==> src/sv/lsfe_pkg.sv <==
// lsfe_pkg: shared constants, types and helpers for the lin slave frame engine
// holds the slot entry decode, the command passed front to back and the result record
// no dependencies
package lsfe_pkg;

  localparam int NUM_SLOTS      = 4;
  localparam int MAX_DATA_BYTES = 8;
  localparam int QUEUE_DEPTH    = 4;

  localparam int ENTRY_W       = 14;
  localparam int SLOT_W        = 2;
  localparam int POS_W         = 3;
  localparam int LEN_W         = 4;
  localparam int STORE_DEPTH   = NUM_SLOTS * MAX_DATA_BYTES;
  localparam int STORE_ADDR_W  = (STORE_DEPTH > 1) ? $clog2(STORE_DEPTH) : 1;
  localparam int QPTR_W        = (QUEUE_DEPTH > 1) ? $clog2(QUEUE_DEPTH) : 1;
  localparam int QCNT_W        = $clog2(QUEUE_DEPTH + 1);

  localparam logic [7:0]        SYNC_BYTE  = 8'h55;
  localparam logic [LEN_W-1:0]  MAX_LEN    = LEN_W'(MAX_DATA_BYTES);
  localparam logic [SLOT_W:0]   SLOT_LIMIT = (SLOT_W + 1)'(NUM_SLOTS);

  // item actions
  localparam logic [1:0] ACT_BREAK   = 2'd0;
  localparam logic [1:0] ACT_BUS     = 2'd1;
  localparam logic [1:0] ACT_HOST_WR = 2'd2;
  localparam logic [1:0] ACT_HOST_RD = 2'd3;

  // slot roles
  localparam logic [1:0] ROLE_PUB = 2'd1;
  localparam logic [1:0] ROLE_SUB = 2'd2;

  // frame status codes
  localparam logic [2:0] ST_NONE    = 3'd0;
  localparam logic [2:0] ST_RX_OK   = 3'd1;
  localparam logic [2:0] ST_CSUM    = 3'd2;
  localparam logic [2:0] ST_IGNORED = 3'd3;
  localparam logic [2:0] ST_REJECT  = 3'd4;

  // command kinds
  localparam logic [2:0] CMD_IGNORE    = 3'd0;
  localparam logic [2:0] CMD_PUBLISH   = 3'd1;
  localparam logic [2:0] CMD_SUB_START = 3'd2;
  localparam logic [2:0] CMD_SUB_DATA  = 3'd3;
  localparam logic [2:0] CMD_SUB_CHECK = 3'd4;
  localparam logic [2:0] CMD_HOST_WR   = 3'd5;
  localparam logic [2:0] CMD_HOST_RD   = 3'd6;

  typedef logic [STORE_ADDR_W-1:0] addr_t;

  typedef struct packed {
    logic [2:0]        kind;
    logic [SLOT_W-1:0] slot;
    logic [POS_W-1:0]  pos;
    logic [LEN_W-1:0]  len;
    logic [7:0]        data;
    logic              ok;
  } cmd_t;

  typedef struct packed {
    logic [7:0]        tx_byte;
    logic              tx_valid;
    logic              last;
    logic [7:0]        read_byte;
    logic              read_ok;
    logic [2:0]        frame_status;
    logic [SLOT_W-1:0] status_slot;
  } res_t;

  function automatic logic [7:0] entry_pid(input logic [ENTRY_W-1:0] e);
    return e[7:0];
  endfunction

  function automatic logic [1:0] entry_role(input logic [ENTRY_W-1:0] e);
    return e[13:12];
  endfunction

  // length clamped to 1..MAX_DATA_BYTES
  function automatic logic [LEN_W-1:0] entry_len(input logic [ENTRY_W-1:0] e);
    logic [LEN_W-1:0] n;
    n = e[11:8];
    if (n == '0) n = LEN_W'(1);
    if (n > MAX_LEN) n = MAX_LEN;
    return n;
  endfunction

  function automatic addr_t store_addr(input logic [SLOT_W-1:0] slot,
                                       input logic [POS_W-1:0] pos);
    return addr_t'(int'(slot) * MAX_DATA_BYTES + int'(pos));
  endfunction

endpackage

==> src/sv/lsfe_front.sv <==
// lsfe_front: slot table, header receiver and item classification
// turns each accepted item into at most one command for the back end
// depends on lsfe_pkg
module lsfe_front (
  input  logic                              clk,
  input  logic                              rst,
  input  logic                              cfg_write,
  input  logic [lsfe_pkg::SLOT_W-1:0]       cfg_index,
  input  logic [lsfe_pkg::ENTRY_W-1:0]      cfg_data,
  input  logic                              in_valid,
  output logic                              in_stall,
  input  logic [1:0]                        action,
  input  logic [7:0]                        bus_byte,
  input  logic [lsfe_pkg::SLOT_W-1:0]       host_slot,
  input  logic [lsfe_pkg::POS_W-1:0]        host_position,
  input  logic [7:0]                        host_byte,
  input  logic                              q_full,
  output logic                              q_push,
  output lsfe_pkg::cmd_t                    q_cmd
);

  localparam logic [1:0] PH_IDLE = 2'd0;
  localparam logic [1:0] PH_SYNC = 2'd1;
  localparam logic [1:0] PH_PID  = 2'd2;
  localparam logic [1:0] PH_DATA = 2'd3;

  logic [lsfe_pkg::ENTRY_W-1:0] slot_entry [lsfe_pkg::NUM_SLOTS];

  logic [1:0]                  phase, phase_next;
  logic [lsfe_pkg::SLOT_W-1:0] active_slot, active_slot_next;
  logic [lsfe_pkg::LEN_W-1:0]  byte_count, byte_count_next;
  logic [7:0]                  running_xor, running_xor_next;

  logic                        accept;
  logic                        pid_hit;
  logic [lsfe_pkg::SLOT_W-1:0] pid_slot;
  logic [lsfe_pkg::LEN_W-1:0]  act_len;
  logic [lsfe_pkg::LEN_W-1:0]  host_len;
  logic [1:0]                  host_role;
  logic                        host_in_range;

  assign in_stall = q_full;
  assign accept   = in_valid && !in_stall;

  always_ff @(posedge clk) begin
    if (rst) begin
      for (int i = 0; i < lsfe_pkg::NUM_SLOTS; i++) slot_entry[i] <= '0;
    end else if (cfg_write && ({1'b0, cfg_index} < lsfe_pkg::SLOT_LIMIT)) begin
      slot_entry[cfg_index] <= cfg_data;
    end
  end

  // lowest matching slot wins
  always_comb begin
    pid_hit  = 1'b0;
    pid_slot = '0;
    for (int s = lsfe_pkg::NUM_SLOTS - 1; s >= 0; s--) begin
      if ((lsfe_pkg::entry_role(slot_entry[s]) == lsfe_pkg::ROLE_PUB ||
           lsfe_pkg::entry_role(slot_entry[s]) == lsfe_pkg::ROLE_SUB) &&
          lsfe_pkg::entry_pid(slot_entry[s]) == bus_byte) begin
        pid_hit  = 1'b1;
        pid_slot = lsfe_pkg::SLOT_W'(s);
      end
    end
  end

  assign act_len       = lsfe_pkg::entry_len(slot_entry[active_slot]);
  assign host_len      = lsfe_pkg::entry_len(slot_entry[host_slot]);
  assign host_role     = lsfe_pkg::entry_role(slot_entry[host_slot]);
  assign host_in_range = ({1'b0, host_slot} < lsfe_pkg::SLOT_LIMIT) &&
                         ({1'b0, host_position} < host_len);

  always_comb begin
    phase_next       = phase;
    active_slot_next = active_slot;
    byte_count_next  = byte_count;
    running_xor_next = running_xor;
    q_push           = 1'b0;
    q_cmd            = '0;
    if (accept) begin
      unique case (action)
        lsfe_pkg::ACT_BREAK: begin
          phase_next       = PH_SYNC;
          byte_count_next  = '0;
          running_xor_next = '0;
        end
        lsfe_pkg::ACT_BUS: begin
          unique case (phase)
            PH_IDLE: begin
            end
            PH_SYNC: begin
              if (bus_byte == lsfe_pkg::SYNC_BYTE) begin
                phase_next = PH_PID;
              end else begin
                phase_next = PH_IDLE;
                q_push     = 1'b1;
                q_cmd.kind = lsfe_pkg::CMD_IGNORE;
              end
            end
            PH_PID: begin
              phase_next = PH_IDLE;
              q_push     = 1'b1;
              q_cmd.slot = pid_slot;
              q_cmd.len  = lsfe_pkg::entry_len(slot_entry[pid_slot]);
              if (!pid_hit) begin
                q_cmd.kind = lsfe_pkg::CMD_IGNORE;
              end else if (lsfe_pkg::entry_role(slot_entry[pid_slot]) ==
                           lsfe_pkg::ROLE_PUB) begin
                q_cmd.kind = lsfe_pkg::CMD_PUBLISH;
              end else begin
                q_cmd.kind       = lsfe_pkg::CMD_SUB_START;
                active_slot_next = pid_slot;
                byte_count_next  = '0;
                running_xor_next = '0;
                phase_next       = PH_DATA;
              end
            end
            PH_DATA: begin
              q_push     = 1'b1;
              q_cmd.slot = active_slot;
              q_cmd.data = bus_byte;
              if (byte_count < act_len) begin
                q_cmd.kind       = lsfe_pkg::CMD_SUB_DATA;
                q_cmd.pos        = byte_count[lsfe_pkg::POS_W-1:0];
                running_xor_next = running_xor ^ bus_byte;
                byte_count_next  = byte_count + lsfe_pkg::LEN_W'(1);
              end else begin
                q_cmd.kind = lsfe_pkg::CMD_SUB_CHECK;
                q_cmd.ok   = (bus_byte == ~running_xor);
                phase_next = PH_IDLE;
              end
            end
          endcase
        end
        lsfe_pkg::ACT_HOST_WR: begin
          q_push     = 1'b1;
          q_cmd.kind = lsfe_pkg::CMD_HOST_WR;
          q_cmd.slot = host_slot;
          q_cmd.pos  = host_position;
          q_cmd.data = host_byte;
          q_cmd.ok   = host_in_range && (host_role == lsfe_pkg::ROLE_PUB);
        end
        lsfe_pkg::ACT_HOST_RD: begin
          q_push     = 1'b1;
          q_cmd.kind = lsfe_pkg::CMD_HOST_RD;
          q_cmd.slot = host_slot;
          q_cmd.pos  = host_position;
          q_cmd.ok   = host_in_range && (host_role == lsfe_pkg::ROLE_SUB);
        end
      endcase
    end
  end

  always_ff @(posedge clk) begin
    if (rst) begin
      phase       <= PH_IDLE;
      active_slot <= '0;
      byte_count  <= '0;
      running_xor <= '0;
    end else begin
      phase       <= phase_next;
      active_slot <= active_slot_next;
      byte_count  <= byte_count_next;
      running_xor <= running_xor_next;
    end
  end

endmodule

==> src/sv/lsfe_cmd_queue.sv <==
// lsfe_cmd_queue: small fifo of commands between front and back end
// depends on lsfe_pkg
module lsfe_cmd_queue (
  input  logic           clk,
  input  logic           rst,
  input  logic           push,
  input  lsfe_pkg::cmd_t push_cmd,
  input  logic           pop,
  output lsfe_pkg::cmd_t head,
  output logic           full,
  output logic           empty
);

  lsfe_pkg::cmd_t                slots [lsfe_pkg::QUEUE_DEPTH];
  logic [lsfe_pkg::QPTR_W-1:0]   wr_ptr;
  logic [lsfe_pkg::QPTR_W-1:0]   rd_ptr;
  logic [lsfe_pkg::QCNT_W-1:0]   count;

  assign full  = (count == lsfe_pkg::QCNT_W'(lsfe_pkg::QUEUE_DEPTH));
  assign empty = (count == '0);
  assign head  = slots[rd_ptr];

  always_ff @(posedge clk) begin
    if (push) begin
      slots[wr_ptr] <= push_cmd;
    end
  end

  always_ff @(posedge clk) begin
    if (rst) begin
      wr_ptr <= '0;
      rd_ptr <= '0;
      count  <= '0;
    end else begin
      if (push) wr_ptr <= wr_ptr + lsfe_pkg::QPTR_W'(1);
      if (pop)  rd_ptr <= rd_ptr + lsfe_pkg::QPTR_W'(1);
      if (push && !pop)      count <= count + lsfe_pkg::QCNT_W'(1);
      else if (pop && !push) count <= count - lsfe_pkg::QCNT_W'(1);
    end
  end

endmodule

==> src/sv/lsfe_back.sv <==
// lsfe_back: executes commands against the data store and drives the result register
// holds the data store, its written bits and the subscribe valid flags
// depends on lsfe_pkg
module lsfe_back (
  input  logic                          clk,
  input  logic                          rst,
  input  logic                          q_empty,
  input  lsfe_pkg::cmd_t                q_head,
  output logic                          q_pop,
  output logic                          out_valid,
  input  logic                          out_stall,
  output logic [7:0]                    tx_byte,
  output logic                          tx_valid,
  output logic                          last,
  output logic [7:0]                    read_byte,
  output logic                          read_ok,
  output logic [2:0]                    frame_status,
  output logic [lsfe_pkg::SLOT_W-1:0]   status_slot
);

  localparam logic [1:0] B_IDLE = 2'd0;
  localparam logic [1:0] B_EXEC = 2'd1;
  localparam logic [1:0] B_CSUM = 2'd2;

  logic [1:0]                    state, state_next;
  lsfe_pkg::cmd_t                cur;
  logic [lsfe_pkg::LEN_W-1:0]    byte_idx, byte_idx_next;
  logic [7:0]                    xor_acc, xor_acc_next;
  logic [lsfe_pkg::NUM_SLOTS-1:0] slot_valid;

  logic [7:0]                    data_mem [lsfe_pkg::STORE_DEPTH];
  logic [lsfe_pkg::STORE_DEPTH-1:0] mem_written;
  logic [7:0]                    rd_data;
  logic                          rd_hit;
  logic                          rd_en;
  lsfe_pkg::addr_t               rd_addr;
  logic                          mem_we;
  lsfe_pkg::addr_t               wr_addr;

  logic                          sv_we;
  logic                          sv_val;
  logic                          out_free;
  logic                          emit;
  lsfe_pkg::res_t                res_next;
  lsfe_pkg::res_t                res_q;
  logic                          out_valid_q;
  logic [7:0]                    mem_byte;
  logic                          rd_granted;
  logic [lsfe_pkg::LEN_W-1:0]    idx_inc;

  assign out_free   = !out_valid_q || !out_stall;
  assign mem_byte   = rd_hit ? rd_data : 8'h00;
  assign rd_granted = cur.ok && slot_valid[cur.slot];
  assign idx_inc    = byte_idx + lsfe_pkg::LEN_W'(1);
  assign wr_addr    = lsfe_pkg::store_addr(cur.slot, cur.pos);

  always_comb begin
    state_next    = state;
    byte_idx_next = byte_idx;
    xor_acc_next  = xor_acc;
    q_pop         = 1'b0;
    rd_en         = 1'b0;
    rd_addr       = lsfe_pkg::store_addr(q_head.slot, q_head.pos);
    mem_we        = 1'b0;
    sv_we         = 1'b0;
    sv_val        = 1'b0;
    emit          = 1'b0;
    res_next      = '0;
    res_next.last        = 1'b1;
    res_next.status_slot = cur.slot;
    unique case (state)
      B_IDLE: begin
        if (!q_empty) begin
          q_pop         = 1'b1;
          rd_en         = 1'b1;
          byte_idx_next = '0;
          xor_acc_next  = '0;
          state_next    = B_EXEC;
        end
      end
      B_EXEC: begin
        unique case (cur.kind)
          lsfe_pkg::CMD_IGNORE: begin
            res_next.frame_status = lsfe_pkg::ST_IGNORED;
            res_next.status_slot  = '0;
            if (out_free) begin
              emit       = 1'b1;
              state_next = B_IDLE;
            end
          end
          lsfe_pkg::CMD_SUB_START: begin
            sv_we      = 1'b1;
            sv_val     = 1'b0;
            state_next = B_IDLE;
          end
          lsfe_pkg::CMD_SUB_DATA: begin
            mem_we     = 1'b1;
            state_next = B_IDLE;
          end
          lsfe_pkg::CMD_SUB_CHECK: begin
            res_next.frame_status = cur.ok ? lsfe_pkg::ST_RX_OK : lsfe_pkg::ST_CSUM;
            if (out_free) begin
              emit       = 1'b1;
              sv_we      = 1'b1;
              sv_val     = cur.ok;
              state_next = B_IDLE;
            end
          end
          lsfe_pkg::CMD_HOST_WR: begin
            res_next.frame_status = cur.ok ? lsfe_pkg::ST_NONE : lsfe_pkg::ST_REJECT;
            if (out_free) begin
              emit       = 1'b1;
              mem_we     = cur.ok;
              state_next = B_IDLE;
            end
          end
          lsfe_pkg::CMD_HOST_RD: begin
            res_next.read_ok      = rd_granted;
            res_next.read_byte    = rd_granted ? mem_byte : 8'h00;
            res_next.frame_status = rd_granted ? lsfe_pkg::ST_NONE : lsfe_pkg::ST_REJECT;
            if (out_free) begin
              emit       = 1'b1;
              state_next = B_IDLE;
            end
          end
          lsfe_pkg::CMD_PUBLISH: begin
            res_next.tx_byte  = mem_byte;
            res_next.tx_valid = 1'b1;
            res_next.last     = 1'b0;
            // fetch the next byte as this one leaves
            rd_addr = lsfe_pkg::store_addr(cur.slot, idx_inc[lsfe_pkg::POS_W-1:0]);
            if (out_free) begin
              emit          = 1'b1;
              xor_acc_next  = xor_acc ^ mem_byte;
              byte_idx_next = idx_inc;
              if (idx_inc == cur.len) begin
                state_next = B_CSUM;
              end else begin
                rd_en = 1'b1;
              end
            end
          end
          default: begin
            state_next = B_IDLE;
          end
        endcase
      end
      B_CSUM: begin
        res_next.tx_byte  = ~xor_acc;
        res_next.tx_valid = 1'b1;
        if (out_free) begin
          emit       = 1'b1;
          state_next = B_IDLE;
        end
      end
      default: begin
        state_next = B_IDLE;
      end
    endcase
  end

  // data store, read data registered
  always_ff @(posedge clk) begin
    if (mem_we) data_mem[wr_addr] <= cur.data;
    if (rd_en) begin
      rd_data <= data_mem[rd_addr];
      rd_hit  <= mem_written[rd_addr];
    end
  end

  // unwritten entries read as zero
  always_ff @(posedge clk) begin
    if (rst) begin
      mem_written <= '0;
    end else if (mem_we) begin
      mem_written[wr_addr] <= 1'b1;
    end
  end

  always_ff @(posedge clk) begin
    if (q_pop) cur <= q_head;
    if (emit)  res_q <= res_next;
    byte_idx <= byte_idx_next;
    xor_acc  <= xor_acc_next;
  end

  always_ff @(posedge clk) begin
    if (rst) begin
      state       <= B_IDLE;
      slot_valid  <= '0;
      out_valid_q <= 1'b0;
    end else begin
      state <= state_next;
      if (sv_we) slot_valid[cur.slot] <= sv_val;
      if (emit)            out_valid_q <= 1'b1;
      else if (!out_stall) out_valid_q <= 1'b0;
    end
  end

  assign out_valid    = out_valid_q;
  assign tx_byte      = res_q.tx_byte;
  assign tx_valid     = res_q.tx_valid;
  assign last         = res_q.last;
  assign read_byte    = res_q.read_byte;
  assign read_ok      = res_q.read_ok;
  assign frame_status = res_q.frame_status;
  assign status_slot  = res_q.status_slot;

  a_pop_not_empty: assert property (@(posedge clk) disable iff (rst)
    q_pop |-> !q_empty)
    else $error("command popped from an empty queue");

  a_pop_to_exec: assert property (@(posedge clk) disable iff (rst)
    q_pop |=> state == B_EXEC)
    else $error("popped command not executed next cycle");

  a_csum_publish: assert property (@(posedge clk) disable iff (rst)
    state == B_CSUM |-> cur.kind == lsfe_pkg::CMD_PUBLISH)
    else $error("checksum state outside a publish response");

  a_emit_free: assert property (@(posedge clk) disable iff (rst)
    emit |-> out_free)
    else $error("result register overwritten while held");

  a_tx_not_read: assert property (@(posedge clk) disable iff (rst)
    out_valid_q |-> !(res_q.tx_valid && res_q.read_ok))
    else $error("transmit result also flagged as host read");

endmodule

==> src/sv/lin_slave_frame_engine_core.sv <==
// lin_slave_frame_engine_core: top level of the lin slave frame engine
// joins front end, command queue and back end; depends on lsfe_pkg and the lsfe modules
//
// Usage: items arrive on in_valid/in_stall with action, bus_byte, host_slot,
// host_position and host_byte; results leave on out_valid/out_stall as
// result records. Slot entries are written through cfg_write, cfg_index and
// cfg_data; the user must do so only while the block is idle, as the block
// itself does not enforce it. The front end classifies an item in the cycle
// it is accepted and pushes a command into a four-entry queue; it stalls only
// when that queue is full. The back end pops a command and executes it in the
// next cycle; a publish response gives length + 1 results, paced by the data
// store read at one byte per cycle while the receiver does not stall. With an
// idle queue, an accepted item's command is written into the queue, popped
// and executed by the back end, and its result lands in the result register.
// Reset clears the slot table, phase, queue, valid flags and written bits of
// the data store, so every data byte reads as zero until written.
// When the receiver stalls, the result register holds; the back end keeps
// one result pending and the queue keeps taking items until it fills.
module lin_slave_frame_engine_core (
  input  logic                              clk,
  input  logic                              rst,
  input  logic                              cfg_write,
  input  logic [lsfe_pkg::SLOT_W-1:0]       cfg_index,
  input  logic [lsfe_pkg::ENTRY_W-1:0]      cfg_data,
  input  logic                              in_valid,
  output logic                              in_stall,
  input  logic [1:0]                        action,
  input  logic [7:0]                        bus_byte,
  input  logic [lsfe_pkg::SLOT_W-1:0]       host_slot,
  input  logic [lsfe_pkg::POS_W-1:0]        host_position,
  input  logic [7:0]                        host_byte,
  output logic                              out_valid,
  input  logic                              out_stall,
  output logic [7:0]                        tx_byte,
  output logic                              tx_valid,
  output logic                              last,
  output logic [7:0]                        read_byte,
  output logic                              read_ok,
  output logic [2:0]                        frame_status,
  output logic [lsfe_pkg::SLOT_W-1:0]       status_slot
);

  logic           q_push;
  logic           q_pop;
  logic           q_full;
  logic           q_empty;
  lsfe_pkg::cmd_t q_cmd;
  lsfe_pkg::cmd_t q_head;

  lsfe_front u_front (
    .clk           (clk),
    .rst           (rst),
    .cfg_write     (cfg_write),
    .cfg_index     (cfg_index),
    .cfg_data      (cfg_data),
    .in_valid      (in_valid),
    .in_stall      (in_stall),
    .action        (action),
    .bus_byte      (bus_byte),
    .host_slot     (host_slot),
    .host_position (host_position),
    .host_byte     (host_byte),
    .q_full        (q_full),
    .q_push        (q_push),
    .q_cmd         (q_cmd)
  );

  lsfe_cmd_queue u_queue (
    .clk      (clk),
    .rst      (rst),
    .push     (q_push),
    .push_cmd (q_cmd),
    .pop      (q_pop),
    .head     (q_head),
    .full     (q_full),
    .empty    (q_empty)
  );

  lsfe_back u_back (
    .clk          (clk),
    .rst          (rst),
    .q_empty      (q_empty),
    .q_head       (q_head),
    .q_pop        (q_pop),
    .out_valid    (out_valid),
    .out_stall    (out_stall),
    .tx_byte      (tx_byte),
    .tx_valid     (tx_valid),
    .last         (last),
    .read_byte    (read_byte),
    .read_ok      (read_ok),
    .frame_status (frame_status),
    .status_slot  (status_slot)
  );

endmodule

==> config.mk <==
export PLATFORM = sky130hd
export DESIGN_NAME = lin_slave_frame_engine_core
export DESIGN_NICKNAME = d
export VERILOG_FILES = /design/src/sv/lsfe_pkg.sv /design/src/sv/lsfe_front.sv /design/src/sv/lsfe_cmd_queue.sv /design/src/sv/lsfe_back.sv /design/src/sv/lin_slave_frame_engine_core.sv
export SDC_FILE = /design/constraint.sdc
export NUM_CORES = 1
export LEC_CHECK = 0
export ABC_AREA = 1
export BUFFER_PORTS_ARGS = -buffer_cell sky130_fd_sc_hd__buf_2
export CAP_MARGIN = 20
export CORE_MARGIN = 10
export CORE_UTILIZATION = 55
export CTS_CLUSTER_DIAMETER = 50
export DETAILED_ROUTE_END_ITERATION = 10
export GPL_ROUTABILITY_DRIVEN = 0
export PLACE_DENSITY = 0.72
export SLEW_MARGIN = 20
export SYNTH_ARGS = -nofsm -noshare
export SYNTH_HDL_FRONTEND = slang
export SYNTH_SLANG_ARGS = --single-unit
export TNS_END_PERCENT = 5
==> constraint.sdc <==
create_clock -name clk -period 2.6 [get_ports clk]
set_input_delay 0.13 -clock clk [delete_from_list [all_inputs] [get_ports clk]]
set_output_delay 0.13 -clock clk [all_outputs]
set_load 0.1 [all_outputs]
==> impl_metrics.yaml <==
clock_network:
  cts-root-buf: "clkbuf_16"
  clock_sinks: 528
  cts.clk_slew.worst_paths_ns: 0.06
  htree_levels: 2
  clockBufferDepth: 3
  cts-buffers-inserted: 53
  cts_tree: "done"
  clock_latency_ns: 0.61
sta:
  maxSlewViolCount: 0
  setup_viol: 0
  worst_slew_pin_slew_ns: 0.773
  hold_violations: 0
  tns_ns: 0
  slew_headroom: 0.483
  timing.hold.ws_ns: 0.00510
  final.min_clock_period_ns: 2.51
  fin_crit_sh: 0.965
  fin_skew_ns: 0.0187
  clock.fmax_mhz: 399
  rsz0062_at_grt: "yes"
  setup_slack_ns: 0.0907
final_layout:
  finish.net_count: 2373
  fin_area_um2: 26800
  antenna_cells: 0
  final_core_util: 0.643
  n_fill_cell: 3163
  drive_above_1_share: 0.138
  layout_common_cells: "462 x edfxtp_1, 300 x nor2_1, 260 x nand2_1, 223 x inv_1, 185 x o21ai_0"
  layout_commonest_cell: "edfxtp_1"
  ff_latch_area_um2: 15200
  area_growth_syn_to_layout_pct: 15.9
  multi_input_area_um2: 6580
  stdcell_count: 2889
logic_synthesis:
  avgSynthCellArea_um2: 10.7
  synth_ff_type: "edfxtp_1"
  seq_area_frac_synth: 0.656
  syn-num-nets: 2222
  async_flop_share: 0
  ys_ff_latch: 528
  synth_warnings: 0
  netlist_instances: 2156
  synth.distinct_cells: 51
  synth-edff-count: 462
  syn_area_um2: 23200
critical_path:
  critPathLaunchType: "flip-flop"
  reg2reg_from: "u_back.cur[20]$_DFFE_PP_"
  r2r-end: "u_back.rd_data[0]$_DFFE_PP_"
  cpLargestDelayFamily: "simple AND/OR/NAND/NOR gates"
  critPathSlowestCell: "edfxtp_1"
  crit_path_end_kind: "flip-flop"
  crit_buf_inv: 2
  crit_type: "reg -> reg"
  max_stage_delay_ns: 0.45
  arrival_ns: 2.86
  required_ns: 2.95
  r2r_cells: 13
  cp_max_fo: 51
  cpMostUsedCell: "nand2_1"
  path_cells: "nor2_2 > inv_2 > nor2_1 > nand2_1 > nand2_4 > buf_12 > a21oi_1 > o21ai_0 > o211ai_1 > nand3_1 > nand2_1 > nand2_1 > nand2_1"
  r2r_setup_slack_ns: 0.09
floorplanning:
  die_y_um: 225
  coreArea_um2: 41800
  initial_core_util: 0.555
  die-area_um2: 50700
  ioPinCount: 70
  fp-row-count: 75
  die_x_um: 225
status:
  outcome: "completed"
power:
  vdd_drop_max_uv: 726
  finalPower_mw: 31.1
  p_leak_nw: 10.2
  power_density_nw_per_um2: 1160
global_route:
  grt_pass1_vias: 16000
  antenna_found_initial: 0
  overflow: 0
  grt_pass1_wl_um: 87000
  gr-usage-all-layers: 0.219
  grt_max_degree: 86
route:
  drtAntennaViolNets: 0
  vias: 16500
  viasPerCell: 5.71
  route.detailed.drc: 0
  routedWlPerCell_um: 19.6
  drtIter0Drc: 1845
  drt_wl_total_um: 56600
  drt-pass1-iter-count: 6
hold_path:
  min-delay-start: "action[1]"
  min_path_type: "in -> reg"
  holdPathStages: 3
  hold_end: "u_queue.slots[3][18]$_DFFE_PP_"
placed_design:
  placed_area_um2: 24500
  dp_slack_ns: -0.0411
  port_buffers: 69
  hpwlAfterDp_um: 36500
  place_inst: 2766
job:
  drv_cap: 0
## worst max path at each step
stage / from / end / cells after the start
2_1_floorplan: u_queue.count[0]$_SDFFE_PP0P_ / u_queue.slots[1][0]$_DFFE_PP_ / 8
3_5_place_dp: u_back.state[0]$_SDFFE_PP0P_ / u_back.rd_data[6]$_DFFE_PP_ / 12
4_1_cts: flip-flop / u_back.rd_data[6]$_DFFE_PP_ / 12
6_report: u_back.cur[20]$_DFFE_PP_ / u_back.rd_data[0]$_DFFE_PP_ / 13
3_3_place_gp: u_back.state[1]$_SDFFE_PP0P_ / u_back.rd_data[6]$_DFFE_PP_ / 13
5_1_grt: u_back.state[1]$_SDFFE_PP0P_ / u_back.rd_hit$_DFFE_PP_ / 15
## tightest hold or removal path, cell delays in order
cell and delay, ns:
buf_2 0.13, nand2_1 0.09, a21oi_2 0.08
## repair_timing
item	in CTS	in global routing
pin swaps	0	3
resized for setup	2	21
setup endpoints to repair	5	60
hold endpoints to repair	74	0
buffers inserted	0	4
hold buffers	19	0
cloned	0	2
## layout make-up
cell class,instances,share of cell area
clock buffer,65,0.0530
sequential,528,0.566
clock inverter,33,0.0189
tap,539,0.0251
inverter,243,0.0343
timing repair buffer,197,0.0574
multi-input combinational,1284,0.245
## cells by family (layout without fill, tap and decap cells)
logic type      count (synthesis)  after routing  synth area share
buf+inv                       344            538            0.0631
xor+xnor                       32             32            0.0121
simple gates                  717            717             0.129
fa+ha+maj                      22             22            0.0122
flops                         528            528             0.656
compound gates                513            513             0.128
## Yosys cell counts (29+ instances only)
cell type / n / share of area
o21ai_0: 187 / 0.040
dfxtp_1: 66 / 0.057
o211ai_1: 75 / 0.024
nand2_1: 261 / 0.042
o21ai_1: 35 / 0.0076
edfxtp_1: 462 / 0.60
buf_2: 32 / 0.0069
clkbuf_1: 41 / 0.0066
inv_1: 225 / 0.036
a21oi_1: 137 / 0.030
nand3_1: 107 / 0.023
o21a_1: 29 / 0.0094
nor2_1: 303 / 0.049
## layer usage
metal	vias to the layer above	part of all wire	track usage
met2	654	0.50	0.378
met1	7973	0.40	0.271
met3	109	0.069	0.0389
met5	-	0	0
li1	7774	-	-
met4	0	0.033	0.0828
## flip-flops by register name, summed over array words and instances (netlist names), 3 cells and up, named ones only
| signal | count |
|---|---|
| u_back.read_byte | 8 |
| u_front.running_xor | 8 |
| u_back.slot_valid | 4 |
| u_back.byte_idx | 4 |
| u_back.tx_byte | 8 |
| u_front.byte_count | 4 |
| u_back.xor_acc | 8 |
| u_queue.count | 3 |
| u_front.slot_entry | 56 |
| u_back.rd_data | 8 |
| u_back.frame_status | 3 |
| u_back.mem_written | 32 |
| u_queue.slots | 84 |
| u_back.cur | 21 |
| u_back.data_mem | 256 |
## where the power goes
group          switching, mW  internal [mW]
clock                   3.19           5.18
combinational           7.95           3.32
sequential             0.503           10.9
Note: power is estimated with default switching activity, not from simulation.
